[src/rtl/npd_ram.sv]
`default_nettype none

module npd_ram #(
  parameter int WIDTH = 8,
  parameter int DEPTH = 2,
  localparam int AW = (DEPTH > 1) ? $clog2(DEPTH) : 1
) (
  input  wire logic             clk,
  input  wire logic             wr_en,
  input  wire logic [AW-1:0]    wr_addr,
  input  wire logic [WIDTH-1:0] wr_data,
  input  wire logic [AW-1:0]    rd_addr,
  output logic      [WIDTH-1:0] rd_data
);

  logic [WIDTH-1:0] mem [DEPTH];

  always_ff @(posedge clk) begin
    if (wr_en) begin
      mem[wr_addr] <= wr_data;
    end
    rd_data <= mem[rd_addr];
  end

endmodule

`default_nettype wire

[config.mk]
export PLATFORM = sky130hd
export DESIGN_NAME = npd_ram
export DESIGN_NICKNAME = d
export VERILOG_FILES = /design/src/rtl/npd_ram.sv
export SDC_FILE = /design/constraint.sdc
export NUM_CORES = 1
export LEC_CHECK = 0
export ABC_AREA = 0
export BUFFER_PORTS_ARGS = -buffer_cell sky130_fd_sc_hd__buf_2
export CAP_MARGIN = 20
export CORE_MARGIN = 1.5
export CORE_UTILIZATION = 44
export CTS_CLUSTER_DIAMETER = 120
export DETAILED_ROUTE_END_ITERATION = 6
export PLACE_DENSITY = 0.75
export REMOVE_ABC_BUFFERS = 1
export SLEW_MARGIN = 20
export SYNTH_ARGS = -nofsm -noshare
export SYNTH_HDL_FRONTEND = slang
export SYNTH_SLANG_ARGS = --single-unit
[constraint.sdc]
create_clock -name clk -period 1.05 [get_ports clk]
set_input_delay 0.315 -clock clk [delete_from_list [all_inputs] [get_ports clk]]
set_output_delay 0.315 -clock clk [all_outputs]
set_load 0.05 [all_outputs]
Yosys cells after proc, flatten, opt, wreduce, memory -nomap -nowiden
Memories as Yosys holds them, arrays and structs flattened. A register that Yosys moved wholly into a read port is not among the register bits.
Index checks and enable logic that the tools add are counted.
{ "totals": {"n_memories": 1, "word_cells": 3, "in_bits": 12, "register_bits": 0, "latch_bits": 0, "rom_bits": 0, "ram_bits": 16, "out_inout_bits": 8} }
{ "classes": {"bitwise": 0, "n_reduce_logical": 0, "n_addsub": 0, "muxes": 2, "shifts": 0, "mul": 0, "magnitude_cmp": 0, "eq_ne": 0, "n_div": 0} }
{ "memory_table": {"columns": ["memory", "depth", "word_bits", "read_ports", "rd_ports_with_merged_regs", "write_ports", "line", "text"], "rows": [
  ["mem", 2, 8, 1, 1, 1, "16", "logic [WIDTH-1:0] mem [DEPTH];"]
]} }
{ "op_table": {"columns": ["cell", "n"], "rows": [
  ["$mux W1", 2]
]} }

Logic depth before layout (Yosys ltp)
Gate-level depths: netlist of the first run.
{ "logic_depth": {"depth_word": 2, "ltp_mapped": 2, "ltp_nobuf": 1} }

Worst setup path before layout of the first run
No wires, ideal clock.
{ "synth_timing": {"path_kind": "input-to-reg", "startpoint": "input wr_en", "endpoint": "memory mem[0][0] (enable)", "setup_ps": 373, "arrival_ps": 735, "t_required_ps": 677, "n_path_buf": 0, "stages": 1, "path_slack_ps": -58, "cell_sequence": "nor2b_1"} }
{ "synth_via": {"elab_chain_cells": 2} }
{ "synth_lines": {"columns": ["item", "line", "text"], "rows": [
  ["from (decl)", "9", "input wire logic wr_en,"],
  ["$mux W1", "19", "if (wr_en) begin"],
  ["$mux W1 (not written as such)", "20", "mem[wr_addr] <= wr_data;"],
  ["to (decl)", "16", null]
]} }
No other way between the ends.

Worst setup path after layout of the first run
{ "layout_timing": {"startpoint": "register rd_data[2], read port of mem", "endpoint": "output rd_data[2]"} }
{ "layout_lines": {"columns": ["item", "line", "text"], "rows": [
  ["from (decl)", "13", "output logic [WIDTH-1:0] rd_data"]
]} }
No word-level cell between the ends.

==> results of run 1 <==
[registers in the layout, indices dropped and copies added (netlist names)]
register and cells:
mem 16, rd_data 8
[through the flow]
stage	setup WS [ps]	TNS [ps]	instances	power, mW
2_1_floorplan	-58.4	-468	34	1.27
3_3_place_gp	-12.8	-101	79	1.34
3_5_place_dp	-42.9	-342	79	1.35
4_1_cts	-69.2	-485	83	2.02
5_1_grt	-92.0	-642	83	2.09
6_report	-56.9	-417	83	2.03
[power by group through the flow]
| stage | logic, mW | clock network, mW | registers, mW |
|---|---|---|---|
| 5_1_grt | 0.291 | 0.676 | 1.12 |
| 4_1_cts | 0.264 | 0.647 | 1.11 |
| 3_5_place_dp | 0.225 | 0 | 1.12 |
| 6_report | 0.279 | 0.637 | 1.12 |
| 2_1_floorplan | 0.0551 | 0 | 1.22 |
| 3_3_place_gp | 0.222 | 0 | 1.12 |
[per-layer routing]
layer	vias up	global-route usage	routed length, µm
met4	0	0.0353	0
met2	14	0.157	458
met3	0	0.0480	46
met5	-	0	0
li1	173	-	-
met1	163	0.101	330
[logic make-up after synthesis]
group | count (synthesis) | synth area share
buffers and inverters | 1 | 0.0144
multiplexers | 8 | 0.153
flip-flops | 24 | 0.817
AND/OR/NAND/NOR | 2 | 0.0160
[path summary, 6_finish.rpt]
kind | from | to | depth (start not counted)
worst max-delay path | rd_data[2] | rd_data[2] | 1
worst max register to register | mem[0][7] | rd_data[7] | 1
worst min-delay path | wr_data[1] | mem[1][1] | 1
worst min register to register | mem[0][2] | rd_data[2] | 1
[area by class of cell]
class                           count  area [µm²]
Clock buffer                        3        22.5
Timing Repair Buffer               20         183
Fill cell                         126         658
Multi-Input combinational cell     10         133
Clock inverter                      1        30.0
Tap cell                           25        31.3
Sequential cell                    24         651
[synth_stat cells]
library cell and n:
dfxtp_1 8, nor2b_1 1, and2_1 1, mux2_4 8
edfxtp_1 16, buf_6 1
[what timing repair did]
action	4_1_cts	5_1_grt
resized for setup	26	6
endpoints found under the setup margin	8	8
endpoints found under the hold margin	0	0
==> impl_metrics.toml, run 1 <==
[synthesis]
synth.avg_cell_area_um2 = 22.4
synth_seq_area_share = 0.817
synth_cells = 35
synth-seq-cells = 24
post_synth_num_cell_types = 6
synth_top_cell_by_area = "edfxtp_1"
synth_top_area_frac = 0.612
yosys_warnings = 0
netlist_area_um2 = 785
ys_top_cells_by_area = "edfxtp_1, dfxtp_1, mux2_4, buf_6, and2_1"

[die]
dieArea_um2 = 2050
coreArea_um2 = 1710
floorplan.initialDensity = 0.459
die-width_um = 45.2
row_count = 15
die_h_um = 45.2
io-pin-count = 20

[global_routing]
grt.total_usage = 0.0939
grt_overflow_total = 0
grt_first_pass_wirelength_um = 1290
grt_pass1_vias = 318
antenna_found_initial = 0
grt_max_degree = 15

[cts]
cts_setup_buffers = 0
ctsRootBufferMaster = "clkbuf_4"
htreeDepth = 1
cts-hold-fix-buffers = 0
cts_tree = "built"
clkTransAtPathRegs_ps = 120
ctsLongestPathBuffers = 2
clk_latency_ps = 300
numCtsBuffers = 3
clock_sink_count = 24

[power_and_ir_drop]
power_frac_comb = 0.137
internal-power_mw = 1.61
peakVddDrop_mv = 1.03
p_seq_frac = 0.549
p_sw_frac = 0.209
power_density_nw_per_um2 = 1930
power_leakage_nw = 0.424
clkPwrFrac = 0.314
p_sw_uw = 424

[setup_path]
start_kind = "register"
cp_top_family = "flip-flops"
critPathArrivalTime_ps = 790
slowest_delay_ps = 350
crit_chain = "buf_8"
required_ps = 730
critical_path_buf_inv_count = 1
cp-end-kind = "output port"
cp_slowest_cell = "dfxtp_2"
crit_type = "reg2out"
crit_fanout = 1
r2r_setup_slack_ps = 290

[finish]
mostFrequentLayoutCells = "edfxtp_1, buf_2, mux2_4, buf_8, dfxtp_2"
nets = 71
post-route-cell-area_um2 = 1050
layout_commonest_cell = "edfxtp_1"
fin_util = 0.615
drive_above_1_share = 0.690
antenna-diode-count = 0
area_growth_pct = 33.8

[status]
violations = "setup timing"
outcome = "complete, but fails checks"

[drt]
drt-total-wl_um = 836
via_per_inst = 4.22
ant_nets = 0
drc = 0
wire_per_inst_um = 10.1
vias = 350
drt_iter0_drc = 2
dr.pass1.iters = 2

[sta]
rsz0062_at_grt = "true"
setup_viol = 8
drv_slew = 0
clock_skew_ps = 0.613
fin_crit_ps = 1110
finalCritPeriodShare = 1.05
whs_ps = 195
worst_slack_ps = -56.9
max_freq_mhz = 903
slew_headroom = 0.751
tightestPinTransition_ps = 374
hold_viol = 0

[worst_hold_path]
hold_path.class = "in2reg"

[place]
gp_congestion = 0.683
port_buffers = 19
dpl-instance-area_um2 = 907

[job]
maxCapViolCount = 0
Note: power is estimated with default switching activity, not from simulation.
==> inputs of run 2 (changes only) <==
--- a/config.mk
+++ b/config.mk
@@ -8,11 +8,11 @@
 export ABC_AREA = 0
 export BUFFER_PORTS_ARGS = -buffer_cell sky130_fd_sc_hd__buf_2
 export CAP_MARGIN = 20
-export CORE_MARGIN = 1.5
-export CORE_UTILIZATION = 44
+export CORE_MARGIN = 10
+export CORE_UTILIZATION = 48
 export CTS_CLUSTER_DIAMETER = 120
 export DETAILED_ROUTE_END_ITERATION = 6
-export PLACE_DENSITY = 0.75
+export PLACE_DENSITY = 0.77
 export REMOVE_ABC_BUFFERS = 1
 export SLEW_MARGIN = 20
 export SYNTH_ARGS = -nofsm -noshare
==> constraint.sdc (replaced) <==
create_clock -name clk -period 1.2 [get_ports clk]
set_input_delay 0.36 -clock clk [delete_from_list [all_inputs] [get_ports clk]]
set_output_delay 0.36 -clock clk [all_outputs]
set_load 0.05 [all_outputs]
==> run 2 against run 1 <==
  * The flow now finishes without violations
  * Via count unchanged
  * Non-clock buffer count unchanged
  * Die area up 79%
  * Combinational power down 19%
  * Sequential power down 14%
  * Clock power down 48%
  * Utilization up 2.5 points
  * Register-to-register slack better by 150 ps
  * Hold slack better by 47 ps
  * First-iteration DRC count down 100%
  * Critical path depth unchanged
  * Largest cell class unchanged
  * Critical path type unchanged
  * Clock-buffer cell count unchanged
==> impl_metrics.toml, run 2 (synthesis results as in run 1) <==
[status]
outcome = "finished, final reports clean"

[die]
row_count = 14
die-width_um = 60.4
floorplan.initialDensity = 0.515
die_h_um = 60.4
dieArea_um2 = 3650
coreArea_um2 = 1520
io-pin-count = 20

[power_and_ir_drop]
peakVddDrop_mv = 0.896
power_density_nw_per_um2 = 1570
power_leakage_nw = 0.400

[sta]
clock_skew_ps = 3.74
setup_viol = 0
slew_headroom = 0.764
hold_viol = 0
fin_crit_ps = 1160
finalCritPeriodShare = 0.966
tns_ps = 0
max_freq_mhz = 863
drv_slew = 0
rsz0062_at_grt = "false"
tightestPinTransition_ps = 353

[finish]
area_growth_pct = 24.2
regMostFlops = "mem"
reg_top3 = "mem: 16 flops, rd_data: 8 flops"
largest_reg_flops = 16
layout_commonest_cell = "edfxtp_1"
mostFrequentLayoutCells = "edfxtp_1, buf_2, mux2_4, buf_6, dfxtp_1"
antenna-diode-count = 0
drive_above_1_share = 0.569
fillers = 116
nets = 71
fin_util = 0.640

[cts]
htreeDepth = 1
clock_sink_count = 24
clkTransAtPathRegs_ps = 120
ctsLongestPathBuffers = 2
ctsRootBufferMaster = "clkbuf_4"
cts_setup_buffers = 0
clk_latency_ps = 300
numCtsBuffers = 3
cts_tree = "built"
cts-hold-fix-buffers = 0

[place]
port_buffers = 19
gp_congestion = 0.688

[drt]
drc = 0
drt-total-wl_um = 1050
wire_per_inst_um = 14.2
via_per_inst = 4.73
drt_iter0_drc = 0
ant_nets = 0
dr.pass1.iters = 1
vias = 350

[setup_path]
cp_top_family = "flip-flops"
r2r_cells = 1
crit_chain = "buf_6"
slowest_delay_ps = 340
required_ps = 840
critPathArrivalTime_ps = 800
cp-end-kind = "output port"
cp_slowest_cell = "dfxtp_1"
startpoint = "rd_data[7]"
crit_fanout = 1
path_depth = 1
regToRegEndpoint = "rd_data[7]"
critical_path_buf_inv_count = 1
crit_path_end = "rd_data[7]"
r2r_setup_slack_ps = 440
crit_type = "reg2out"
start_kind = "register"
reg2reg_from = "mem[0][7]"

[global_routing]
grt.total_usage = 0.0620
antenna_found_initial = 0
grt_pass1_vias = 401
grt_overflow_total = 0
grt_max_degree = 14
grt_first_pass_wirelength_um = 1700

[worst_hold_path]
hold_path.class = "in2reg"

[job]
maxCapViolCount = 0
[run 2: changes by cell type in the layout (fill, tap and decap cells not counted), sizes merged]
cell and change:
bufinv -1, clkinv +1
[run 2: worst min-delay path by stage]
stage,cells past startpoint,endpoint,start
floorplan,1,rd_data[0],mem[1][0]
global placement,1,rd_data[1],mem[1][1]
detailed placement,1,rd_data[0],mem[0][0]
CTS,1,mem[1][7],wr_data[7]
global route,1,mem[1][6],wr_data[6]
finish,1,mem[1][3],wr_data[3]
[run 2: power breakdown]
part / internal, mW / switching [mW]
Sequential: 0.948 / 0.0202
Combinational: 0.0983 / 0.127
Clock: 0.121 / 0.212
Total: 1.17 / 0.359
[run 2: area by class of cell]
type	instances	area, µm²	share of cell area
flip-flops and latches	24	643	0.660
well taps	16	20.0	0.0205
repair buffers	20	153	0.157
multi-input cells	10	133	0.136
clock inverters	1	3.75	0.00385
clock buffers	3	22.5	0.0231
[run 2: timing repair]
item,CTS,global route
resized for setup,8,10
endpoints found under the hold margin,0,0
setup endpoints to repair,8,8
[run 2: metal layers]
metal,wire [µm],part of all wire,vias up,global-route usage
met5,0,0,-,0
met4,0,0,0,0.0188
met3,114,0.11,0,0.0418
met2,481,0.46,16,0.100
met1,454,0.43,158,0.0645
li1,-,-,176,-
[run 2: metrics by stage]
step           hold WS, ps  setup WS (ps)  power [mW]  cell area [µm²]  cells
2_1_floorplan          452           46.6        1.12              773     34
3_3_place_gp           457           80.4        1.17              896     70
3_5_place_dp           461           64.2        1.18              896     70
4_1_cts                230           7.97        1.52              942     74
5_1_grt                223          0.276        1.58              975     74
6_report               241           40.9        1.53              975     74
