[config.mk]
export PLATFORM = sky130hd
export DESIGN_NAME = npd_sqrt
export DESIGN_NICKNAME = d
export VERILOG_FILES = /design/src/rtl/npd_pkg.sv /design/src/rtl/npd_sqrt.sv
export SDC_FILE = /design/constraint.sdc
export NUM_CORES = 1
export LEC_CHECK = 0
export BUFFER_PORTS_ARGS = -buffer_cell sky130_fd_sc_hd__buf_2
export CORE_ASPECT_RATIO = 1.1
export CORE_MARGIN = 4
export CORE_UTILIZATION = 63
export DETAILED_ROUTE_END_ITERATION = 12
export PLACE_DENSITY = 0.89
export SETUP_SLACK_MARGIN = 0.02
export SYNTH_ARGS = -nofsm -noshare
export SYNTH_HDL_FRONTEND = slang
export SYNTH_SLANG_ARGS = --single-unit
export TNS_END_PERCENT = 20
[constraint.sdc]
create_clock -name clk -period 4.93 [get_ports clk]
set_input_delay 0.7395 -clock clk [delete_from_list [all_inputs] [get_ports clk]]
set_output_delay 0.7395 -clock clk [all_outputs]
set_load 0.1 [all_outputs]
[src/rtl/npd_pkg.sv]
`default_nettype none

package npd_pkg;

  localparam int MAX_POINTS = 256;
  localparam int MAX_OBJ    = 8;
  localparam int COORD_W    = 24;

  localparam int PCNT_W  = $clog2(MAX_POINTS + 1);
  localparam int PIDX_W  = (MAX_POINTS > 1) ? $clog2(MAX_POINTS) : 1;
  localparam int OBJ_W   = (MAX_OBJ > 1) ? $clog2(MAX_OBJ) : 1;
  localparam int ADDR_W  = PIDX_W + OBJ_W;
  localparam int DEPTH   = MAX_POINTS * (2 ** OBJ_W);

  localparam int DIFF_W  = COORD_W + 1;
  localparam int SQ_W    = 2 * COORD_W;
  localparam int ACC_W   = SQ_W + OBJ_W;
  localparam int ROOT_W  = (ACC_W + 1) / 2;

  localparam int CFG_OBJ_W  = 4;
  localparam int CFG_W      = 4;
  localparam int CFG_IDX_W  = 1;
  localparam int OP_W       = 2;
  localparam int DIST_W     = 26;
  localparam int IN_DATA_W  = ((COORD_W + 7) / 8) * 8;
  localparam int OUT_DATA_W = ((DIST_W + 1 + 7) / 8) * 8;

  localparam logic [OP_W-1:0] OP_LOAD  = 2'd0;
  localparam logic [OP_W-1:0] OP_QUERY = 2'd1;
  localparam logic [OP_W-1:0] OP_CLEAR = 2'd2;

  localparam logic [CFG_IDX_W-1:0] REG_NUM_OBJ   = 1'd0;
  localparam logic [CFG_IDX_W-1:0] REG_EXCL_ZERO = 1'd1;

  localparam logic [CFG_OBJ_W-1:0] NUM_OBJ_RESET = 4'd2;

endpackage

`default_nettype wire

[src/rtl/npd_sqrt.sv]
`default_nettype none

module npd_sqrt (
  input  wire logic                       clk,
  input  wire logic                       rst,
  input  wire logic                       start,
  input  wire logic [npd_pkg::ACC_W-1:0]  radicand,
  output logic                            done,
  output logic      [npd_pkg::ROOT_W-1:0] root
);

  localparam int X_W   = 2 * npd_pkg::ROOT_W;
  localparam int REM_W = npd_pkg::ROOT_W + 2;
  localparam int SH_W  = REM_W + 2;
  localparam int CNT_W = (npd_pkg::ROOT_W > 1) ? $clog2(npd_pkg::ROOT_W) : 1;

  logic             active;
  logic [CNT_W-1:0] cnt;
  logic [X_W-1:0]   x;
  logic [REM_W-1:0] rem;
  logic [SH_W-1:0]  rem_sh;
  logic [SH_W-1:0]  trial;
  logic [SH_W-1:0]  diff;
  logic             ge;

  always_comb begin
    rem_sh = {rem, x[X_W-1 -: 2]};
    trial  = {2'b00, root, 2'b01};
    ge     = (rem_sh >= trial);
    diff   = rem_sh - trial;
  end

  always_ff @(posedge clk) begin
    if (rst) begin
      active <= 1'b0;
      done   <= 1'b0;
    end else begin
      done <= 1'b0;
      if (start) begin
        active <= 1'b1;
      end else if (active && cnt == '0) begin
        active <= 1'b0;
        done   <= 1'b1;
      end
    end
  end

  always_ff @(posedge clk) begin
    if (start) begin
      cnt  <= CNT_W'(npd_pkg::ROOT_W - 1);
      x    <= X_W'(radicand);
      rem  <= '0;
      root <= '0;
    end else if (active) begin
      cnt  <= cnt - 1'b1;
      x    <= {x[X_W-3:0], 2'b00};
      rem  <= ge ? diff[REM_W-1:0] : rem_sh[REM_W-1:0];
      root <= {root[npd_pkg::ROOT_W-2:0], ge};
    end
  end

endmodule

`default_nettype wire

== After elaboration in Yosys (flattened, before gate mapping) ==
Index checks and enable logic that the tools add are counted.

* Muxes and demuxes: 6
* Reduce and logical (&&, ||, !) cells: 5
* $add $sub $neg: 2
* Magnitude comparators: 1

{| class="wikitable"
|+ Operator list
! kind !! number
|-
| 2-to-1 mux 51 bit || 2
|-
| >= comparator 30 x 28 -> 1 bit || 1
|-
| 2-to-1 mux 28 bit || 1
|-
| subtractor 28 bit || 1
|-
| zero test 5 bit || 1
|-
| subtractor 5 x 1 -> 5 bit (second input constant) || 1
|-
| nonzero test 2 bit || 2
|-
| 2-to-1 mux 1 bit || 3
|-
| OR reduction 2 bit || 1
|-
| logical AND 1 bit || 1
|}

* Bits of input ports: 54
* Output and inout port bits: 27
* Logic and storage cells: 21
* Bits in registers: 113

== Logic depth before layout (Yosys ltp) ==
Gate-level depths: netlist (run 1).

* Depth in word-level cells: 4
* Mapped depth: 13
* Gate-level depth less buffers: 10

== Worst setup path after synthesis (run 1) ==
Ideal clock, no wire load.

* Path kind: register to register
* Start: register root[21] (netlist name)
* End: register rem[23]
* Data required time: 4.804 ns
* Setup time: 0.126 ns
* Cell stages (with the launch flop): 14
* Path slack: 1.729 ns
* Arrival: 3.075 ns
* Clock period less this slack: 3.201 ns
* Cell sequence: dfxtp_1 inv_1 ha_1 buf_6 a21oi_4 o21ai_2 a2111o_1 a221oi_2 a21oi_2 o21a_1 buf_6 buf_12 mux2i_1 o21ai_0

* Cells in the longest elaborated chain, start to end: 2
* Elaborated cells on any way between the ends: 3
* Those cells by class: add/sub (1); order compare (1); mux (1)

{| class="wikitable"
|+ RTL lines
! item !! line !! source
|-
| start: declaration || npd_sqrt.sv:9 || <nowiki>output logic [npd_pkg::ROOT_W-1:0] root</nowiki>
|-
| start signal: assignment || npd_sqrt.sv:58 || <nowiki>root <= {root[npd_pkg::ROOT_W-2:0], ge};</nowiki>
|-
| subtractor 28 bit / >= comparator 30 x 28 -> 1 bit (equally long branches) || npd_sqrt.sv:30, npd_sqrt.sv:29 ||
|-
| 2-to-1 mux 28 bit * || npd_sqrt.sv:57 || <nowiki>rem <= ge ? diff[REM_W-1:0] : rem_sh[REM_W-1:0];</nowiki>
|-
| end signal: assignment || npd_sqrt.sv:57 ||
|-
| end: declaration || npd_sqrt.sv:20 || <nowiki>logic [REM_W-1:0] rem;</nowiki>
|}

Every way passes the cells marked *; elsewhere a longest branch is shown, timed or not.
A chain may end at the register's enable or synchronous reset.

== Final worst setup path (run 1) ==
* Start: register root[21] (netlist name)
* End: register rem[11]

* Cells in the longest elaborated chain, start to end: 2

{| class="wikitable"
|+ RTL lines
! item !! line !! source
|-
| >= comparator 30 x 28 -> 1 bit || npd_sqrt.sv:29 || <nowiki>ge = (rem_sh >= trial);</nowiki>
|-
| 2-to-1 mux 28 bit || npd_sqrt.sv:57 ||
|}

Every way passes these cells.

==> results of run 1 <==
## layer usage
layer | global-route usage | wire length (µm) | vias to the layer above
li1 | - | - | 2369
met1 | 0.323 | 5880 | 2335
met2 | 0.451 | 7510 | 173
met3 | 0.0640 | 749 | 44
met4 | 0.123 | 525 | 0
met5 | 0 | 0 | -
## flip-flops by register name, indices dropped and copies added, names as in the netlist
signal / flops
rem: 28
cnt: 5
root: 26
x: 52
done: 1
active: 1
## critical path, cell delays in order (launching register included)
cell,delay [ns]
dfxtp_1,0.36
inv_1,0.06
ha_1,0.41
a21oi_4,0.18
o21ai_2,0.09
a2111o_1,0.40
a221oi_2,0.20
a21oi_2,0.12
o21ai_2,0.79
nand2_1,0.11
a311oi_1,0.41
## placed cells by master (no fill, tap or decap), types with 6 or more instances in the layout
| cell type | count |
|---|---|
| a21o_1 | 6 |
| a21oi_1 | 22 |
| a311oi_1 | 14 |
| buf_2 | 79 |
| clkbuf_16 | 16 |
| dfxtp_1 | 61 |
| edfxtp_1 | 51 |
| ha_1 | 30 |
| inv_1 | 34 |
| mux2_2 | 49 |
| mux2i_1 | 33 |
| nand2_1 | 43 |
| nand2_2 | 6 |
| nand2b_1 | 9 |
| nand3_1 | 13 |
| nand4_1 | 6 |
| nor2_1 | 63 |
| nor3_1 | 10 |
| o21ai_0 | 21 |
| xnor2_1 | 17 |
| xor2_1 | 9 |
## worst min-delay path by stage
stage / startpoint / to / slack (ns) / cells after the start
finish: rst / active / 0.39 / 2
global route: rst / active / 0.40 / 2
CTS: rst / active / 0.38 / 2
detailed placement: rem[26] / rem[26] / 0.45 / 2
global placement: rem[26] / rem[26] / 0.44 / 2
floorplan: rem[26] / rem[26] / 0.43 / 2
## power by group
part           switching (mW)  internal [mW]  total, mW
Sequential             0.0918           1.12       1.21
Combinational            1.39          0.904       2.29
Clock                   0.467          0.827       1.29
Total                    1.94           2.85       4.80
## layout make-up
| class | instances | area (µm²) |
|---|---|---|
| Multi-Input combinational cell | 432 | 3170 |
| Sequential cell | 113 | 2770 |
| Fill cell | 607 | 2270 |
| Timing Repair Buffer | 83 | 425 |
| Clock buffer | 17 | 414 |
| Clock inverter | 15 | 205 |
| Tap cell | 117 | 146 |
| Inverter | 35 | 131 |
## kinds of logic after synthesis
kind of cell             synth area share
AND/OR/NAND/NOR                     0.137
AO/OA/AOI/OAI                       0.133
flip-flops                          0.444
multiplexers                        0.141
buffers and inverters              0.0473
adder cells (fa/ha/maj)            0.0601
XOR/XNOR                           0.0365
## stage by stage
stage,power [mW],util,setup slack [ns]
floorplan,3.11,-,1.73
global placement,3.34,0.697,1.88
detailed placement,3.41,0.697,1.80
CTS,4.75,0.762,1.69
global route,5.10,0.762,1.47
finish,4.80,0.762,1.67
==> results.cfg, run 1 <==
[run_status]
status = complete, no violations

[power_and_ir_drop]
powerDensity_nw_per_um2 = 660
p_leak_nw = 2.97
ir_drop_v = 0.000384

[setup_path]
crit_arrival_ns = 3.67
crit_fanout = 22
r2r_slack_ns = 1.67
reg2reg_to = rem[11]
cp_data_required_time_ns = 5.33
crit_path_start_kind = flip-flop
endpoint = rem[11]
crit_path_start = root[21]
worstSetupEndpointType = flip-flop
rr_worst_depth = 10
critical_path_class = flip-flop to flip-flop
timing.rr.start = root[21]

[logic_synthesis]
synthCells = 611
synthDistinctLibCells = 65
synthTopCellsByCount = nor2_1, dfxtp_1, edfxtp_1
ys_async_sr_fraction = 0
ys.flop_type = dfxtp_1
synth.most_common_cell = nor2_1
syn-num-nets = 695
seq_area_frac_synth = 0.444
avgSynthCellArea_um2 = 10.2
ys_top_cells_by_area = edfxtp_1, dfxtp_1, mux2_2
synth_edf_count = 51
ys_ff_latch = 113
synth_top_area_frac = 0.245
synth_area_um2 = 6240
yosys_warnings = 0
yosysTopAreaCell = edfxtp_1

[placement]
place_area_um2 = 6650
gp_congestion = 0.918
port_buffers = 80
post-dp-hpwl_um = 9350
dp.cells = 780

[layout]
drive_gt1_frac = 0.275
fin_nets = 766
design_area_um2 = 7270
fin_cells = 812
diodes = 0
area_delta_synth_final_pct = 16.5

[detailed_routing]
wirelength_um = 14700
ant_nets = 0
vias = 4921
drc_errors = 0
vias_per_cell = 6.06
dr.pass1.iters = 5
avgRoutedWirePerCell_um = 18.1
drt_iter0_drc = 316

[die]
fp.dieH_um = 112
core_region_area_um2 = 9540
die_area_um2 = 11600
io_pins = 81
rows = 37
start_util = 0.654
die_x_um = 103

[global_routing]
track_usage = 0.269
grt_pass1_vias = 5099
grt_pass1_wl_um = 24600
antenna_found_initial = 0
grt_max_degree = 99
grt-ovfl-total = 0

[sta]
worst_slew_pin_slew_ns = 1.08
max_freq_mhz = 306
fin_crit_sh = 0.662
min_period_ns = 3.26
finalHoldViolCount = 0
rsz0062_at_grt = no
maxSlewViolCount = 0
hold_slack_ns = 0.395
slew_headroom = 0.274
setup_viol = 0
fin_skew_ns = 0.00690
setup_tns_ns = 0

[clock_network]
postCtsSetupBuffers = 0
cts_resized = 0
clk_pin_slew_ns = 0.06
cts_hold_buffers = 0
clkSinkCount = 113
cts-root-buf = clkbuf_8
numCtsBuffers = 17
clk_latency_ns = 0.53
htreeDepth = 4
max-clock-path-buffers = 2
cts_tree = yes

[hold_path]
hp-class = primary input to flip-flop

[job]
cap_violations = 0
No activity file was read; power rests on OpenSTA's default activity.
==> inputs of run 2 (changes only) <==
Settings changed: CORE_UTILIZATION 63 to 53, PLACE_DENSITY 0.89 to 0.8.
Clock period 4.93 ns to 2.96 ns, I/O delays scaled along.
==> results.cfg, run 2 (synthesis gave the netlist of run 1 again) <==
[run_status]
status = complete, no violations

[layout]
layout_common_cells = buf_2, nor2_1, edfxtp_1
diodes = 0
largest_reg_flops = 52
nFillCells = 937
regMostFlops = x
fin_nets = 779
fin_cells = 858
area_delta_synth_final_pct = 18.4
design_area_um2 = 7390
drive_gt1_frac = 0.314
post-route-util = 0.643
final_common_cell = buf_2
reg_top3 = x (52), rem (28), root (26)

[setup_path]
rr_worst_depth = 11
crit_arrival_ns = 3.08
cp_data_required_time_ns = 3.30
timing.rr.start = root[21]
cpPeakStageDelay_ns = 0.41
worstSetupEndpointType = flip-flop
crit_cells = 11
crit_path_start_kind = flip-flop
crit_path_start = root[21]
crit_fanout = 10
cp_cell_sequence = inv_1 > ha_1 > a21oi_4 > o21ai_2 > a2111o_1 > a221oi_2 > a21oi_2 > o21a_4 > buf_4 > a31o_1 > a211oi_2
cp_top_family = compound AO/OA/AOI/OAI gates
timing.critical_path.buf_inv = 2
reg2reg_to = rem[9]
cp_slowest_cell = ha_1
critical_path_class = flip-flop to flip-flop
r2r_slack_ns = 0.21

[placement]
post-dp-hpwl_um = 9930
gp_congestion = 0.974
dp.cells = 824
port_buffers = 80
place_area_um2 = 6790

[clock_network]
cts-root-buf = clkbuf_16
htreeDepth = 4
cts_hold_buffers = 0
cts_tree = yes
clk_latency_ns = 0.43
max-clock-path-buffers = 2
clk_pin_slew_ns = 0.06
numCtsBuffers = 17
clkSinkCount = 113

[detailed_routing]
ant_nets = 0
dr.pass1.iters = 5
wirelength_um = 13800
drt_iter0_drc = 355
vias_per_cell = 5.76
drc_errors = 0
avgRoutedWirePerCell_um = 16.0
vias = 4942

[die]
io_pins = 81
fp.dieH_um = 122
rows = 41
die_x_um = 111
die_area_um2 = 13600
core_region_area_um2 = 11500
start_util = 0.543

[job]
cap_violations = 0

[power_and_ir_drop]
ir_drop_v = 0.000688
p_sw_frac = 0.414
power.switching_mw = 3.29
comb_power_share = 0.505
clkPwrFrac = 0.242
p_leak_nw = 3.02
seqPwrFrac = 0.253
powerDensity_nw_per_um2 = 1080
internal-power_mw = 4.66

[global_routing]
track_usage = 0.208
grt_pass1_vias = 5012
grt-ovfl-total = 0
grt_max_degree = 40
grt_pass1_wl_um = 23000
antenna_found_initial = 0

[sta]
maxSlewViolCount = 0
min_period_ns = 2.75
worst_slew_pin_slew_ns = 0.892
hold_slack_ns = 0.188
setup_tns_ns = 0
fin_skew_ns = 0.0156
rsz0062_at_grt = no
fin_crit_sh = 0.928
max_freq_mhz = 364
slew_headroom = 0.403
finalHoldViolCount = 0
setup_viol = 0

[hold_path]
hp-class = primary input to flip-flop
min_delay_worst_endpoint = active
hold_path_depth = 2
hp-start = rst
==> run 2: power groups by stage <==
stage          registers, mW  clock network, mW  logic, mW
2_1_floorplan           2.05                  0       3.13
3_3_place_gp            2.03                  0       3.66
3_5_place_dp            2.04                  0       3.77
4_1_cts                 2.01               1.95       3.83
5_1_grt                 2.04               2.04       4.36
6_report                2.01               1.92       4.02
==> run 2: cell type report <==
class                           instances  area, µm²  share of cell area
Clock buffer                           17        425              0.0575
Clock inverter                         15        139              0.0188
Inverter                               35        131              0.0178
Multi-Input combinational cell        432       3190               0.431
Sequential cell                       113       2790               0.378
Tap cell                              150        188              0.0254
Timing Repair Buffer                   96        527              0.0713
==> run 2: how the worst max path moves through the flow <==
stage                         end
final                      rem[9]
after global routing       rem[9]
after floorplan           rem[24]
after global placement     rem[9]
after detailed placement   rem[6]
after CTS                  rem[6]
==> run 2: per-stage QoR <==
stage	worst slack [ns]	power [mW]
after global placement	0.199	5.69
after detailed placement	0.0156	5.81
final	0.212	7.95
after global routing	0.0794	8.44
after floorplan	0.0263	5.18
after CTS	0.0412	7.79
==> run 2: worst reg2reg max path: cells and delay by family (launching register included) <==
| family | cells | cell delay (ns) |
|---|---|---|
| fa+ha+maj | 1 | 0.41 |
| flops | 1 | 0.34 |
| compound gates | 8 | 1.66 |
| buf+inv | 2 | 0.24 |
==> run 2: timing repair <==
action | CTS | global route
pin swaps | 0 | 1
endpoints found under the hold margin | 0 | 0
endpoints found under the setup margin | 1 | 20
gates resized for setup | 1 | 3
buffers inserted | 0 | 2
==> run 2: layer usage <==
metal	GRT usage	routed length [µm]	up-vias
met3	0.0666	911	35
met5	0	0	-
li1	-	-	2389
met1	0.245	5600	2352
met4	0.0913	300	0
met2	0.352	6960	166
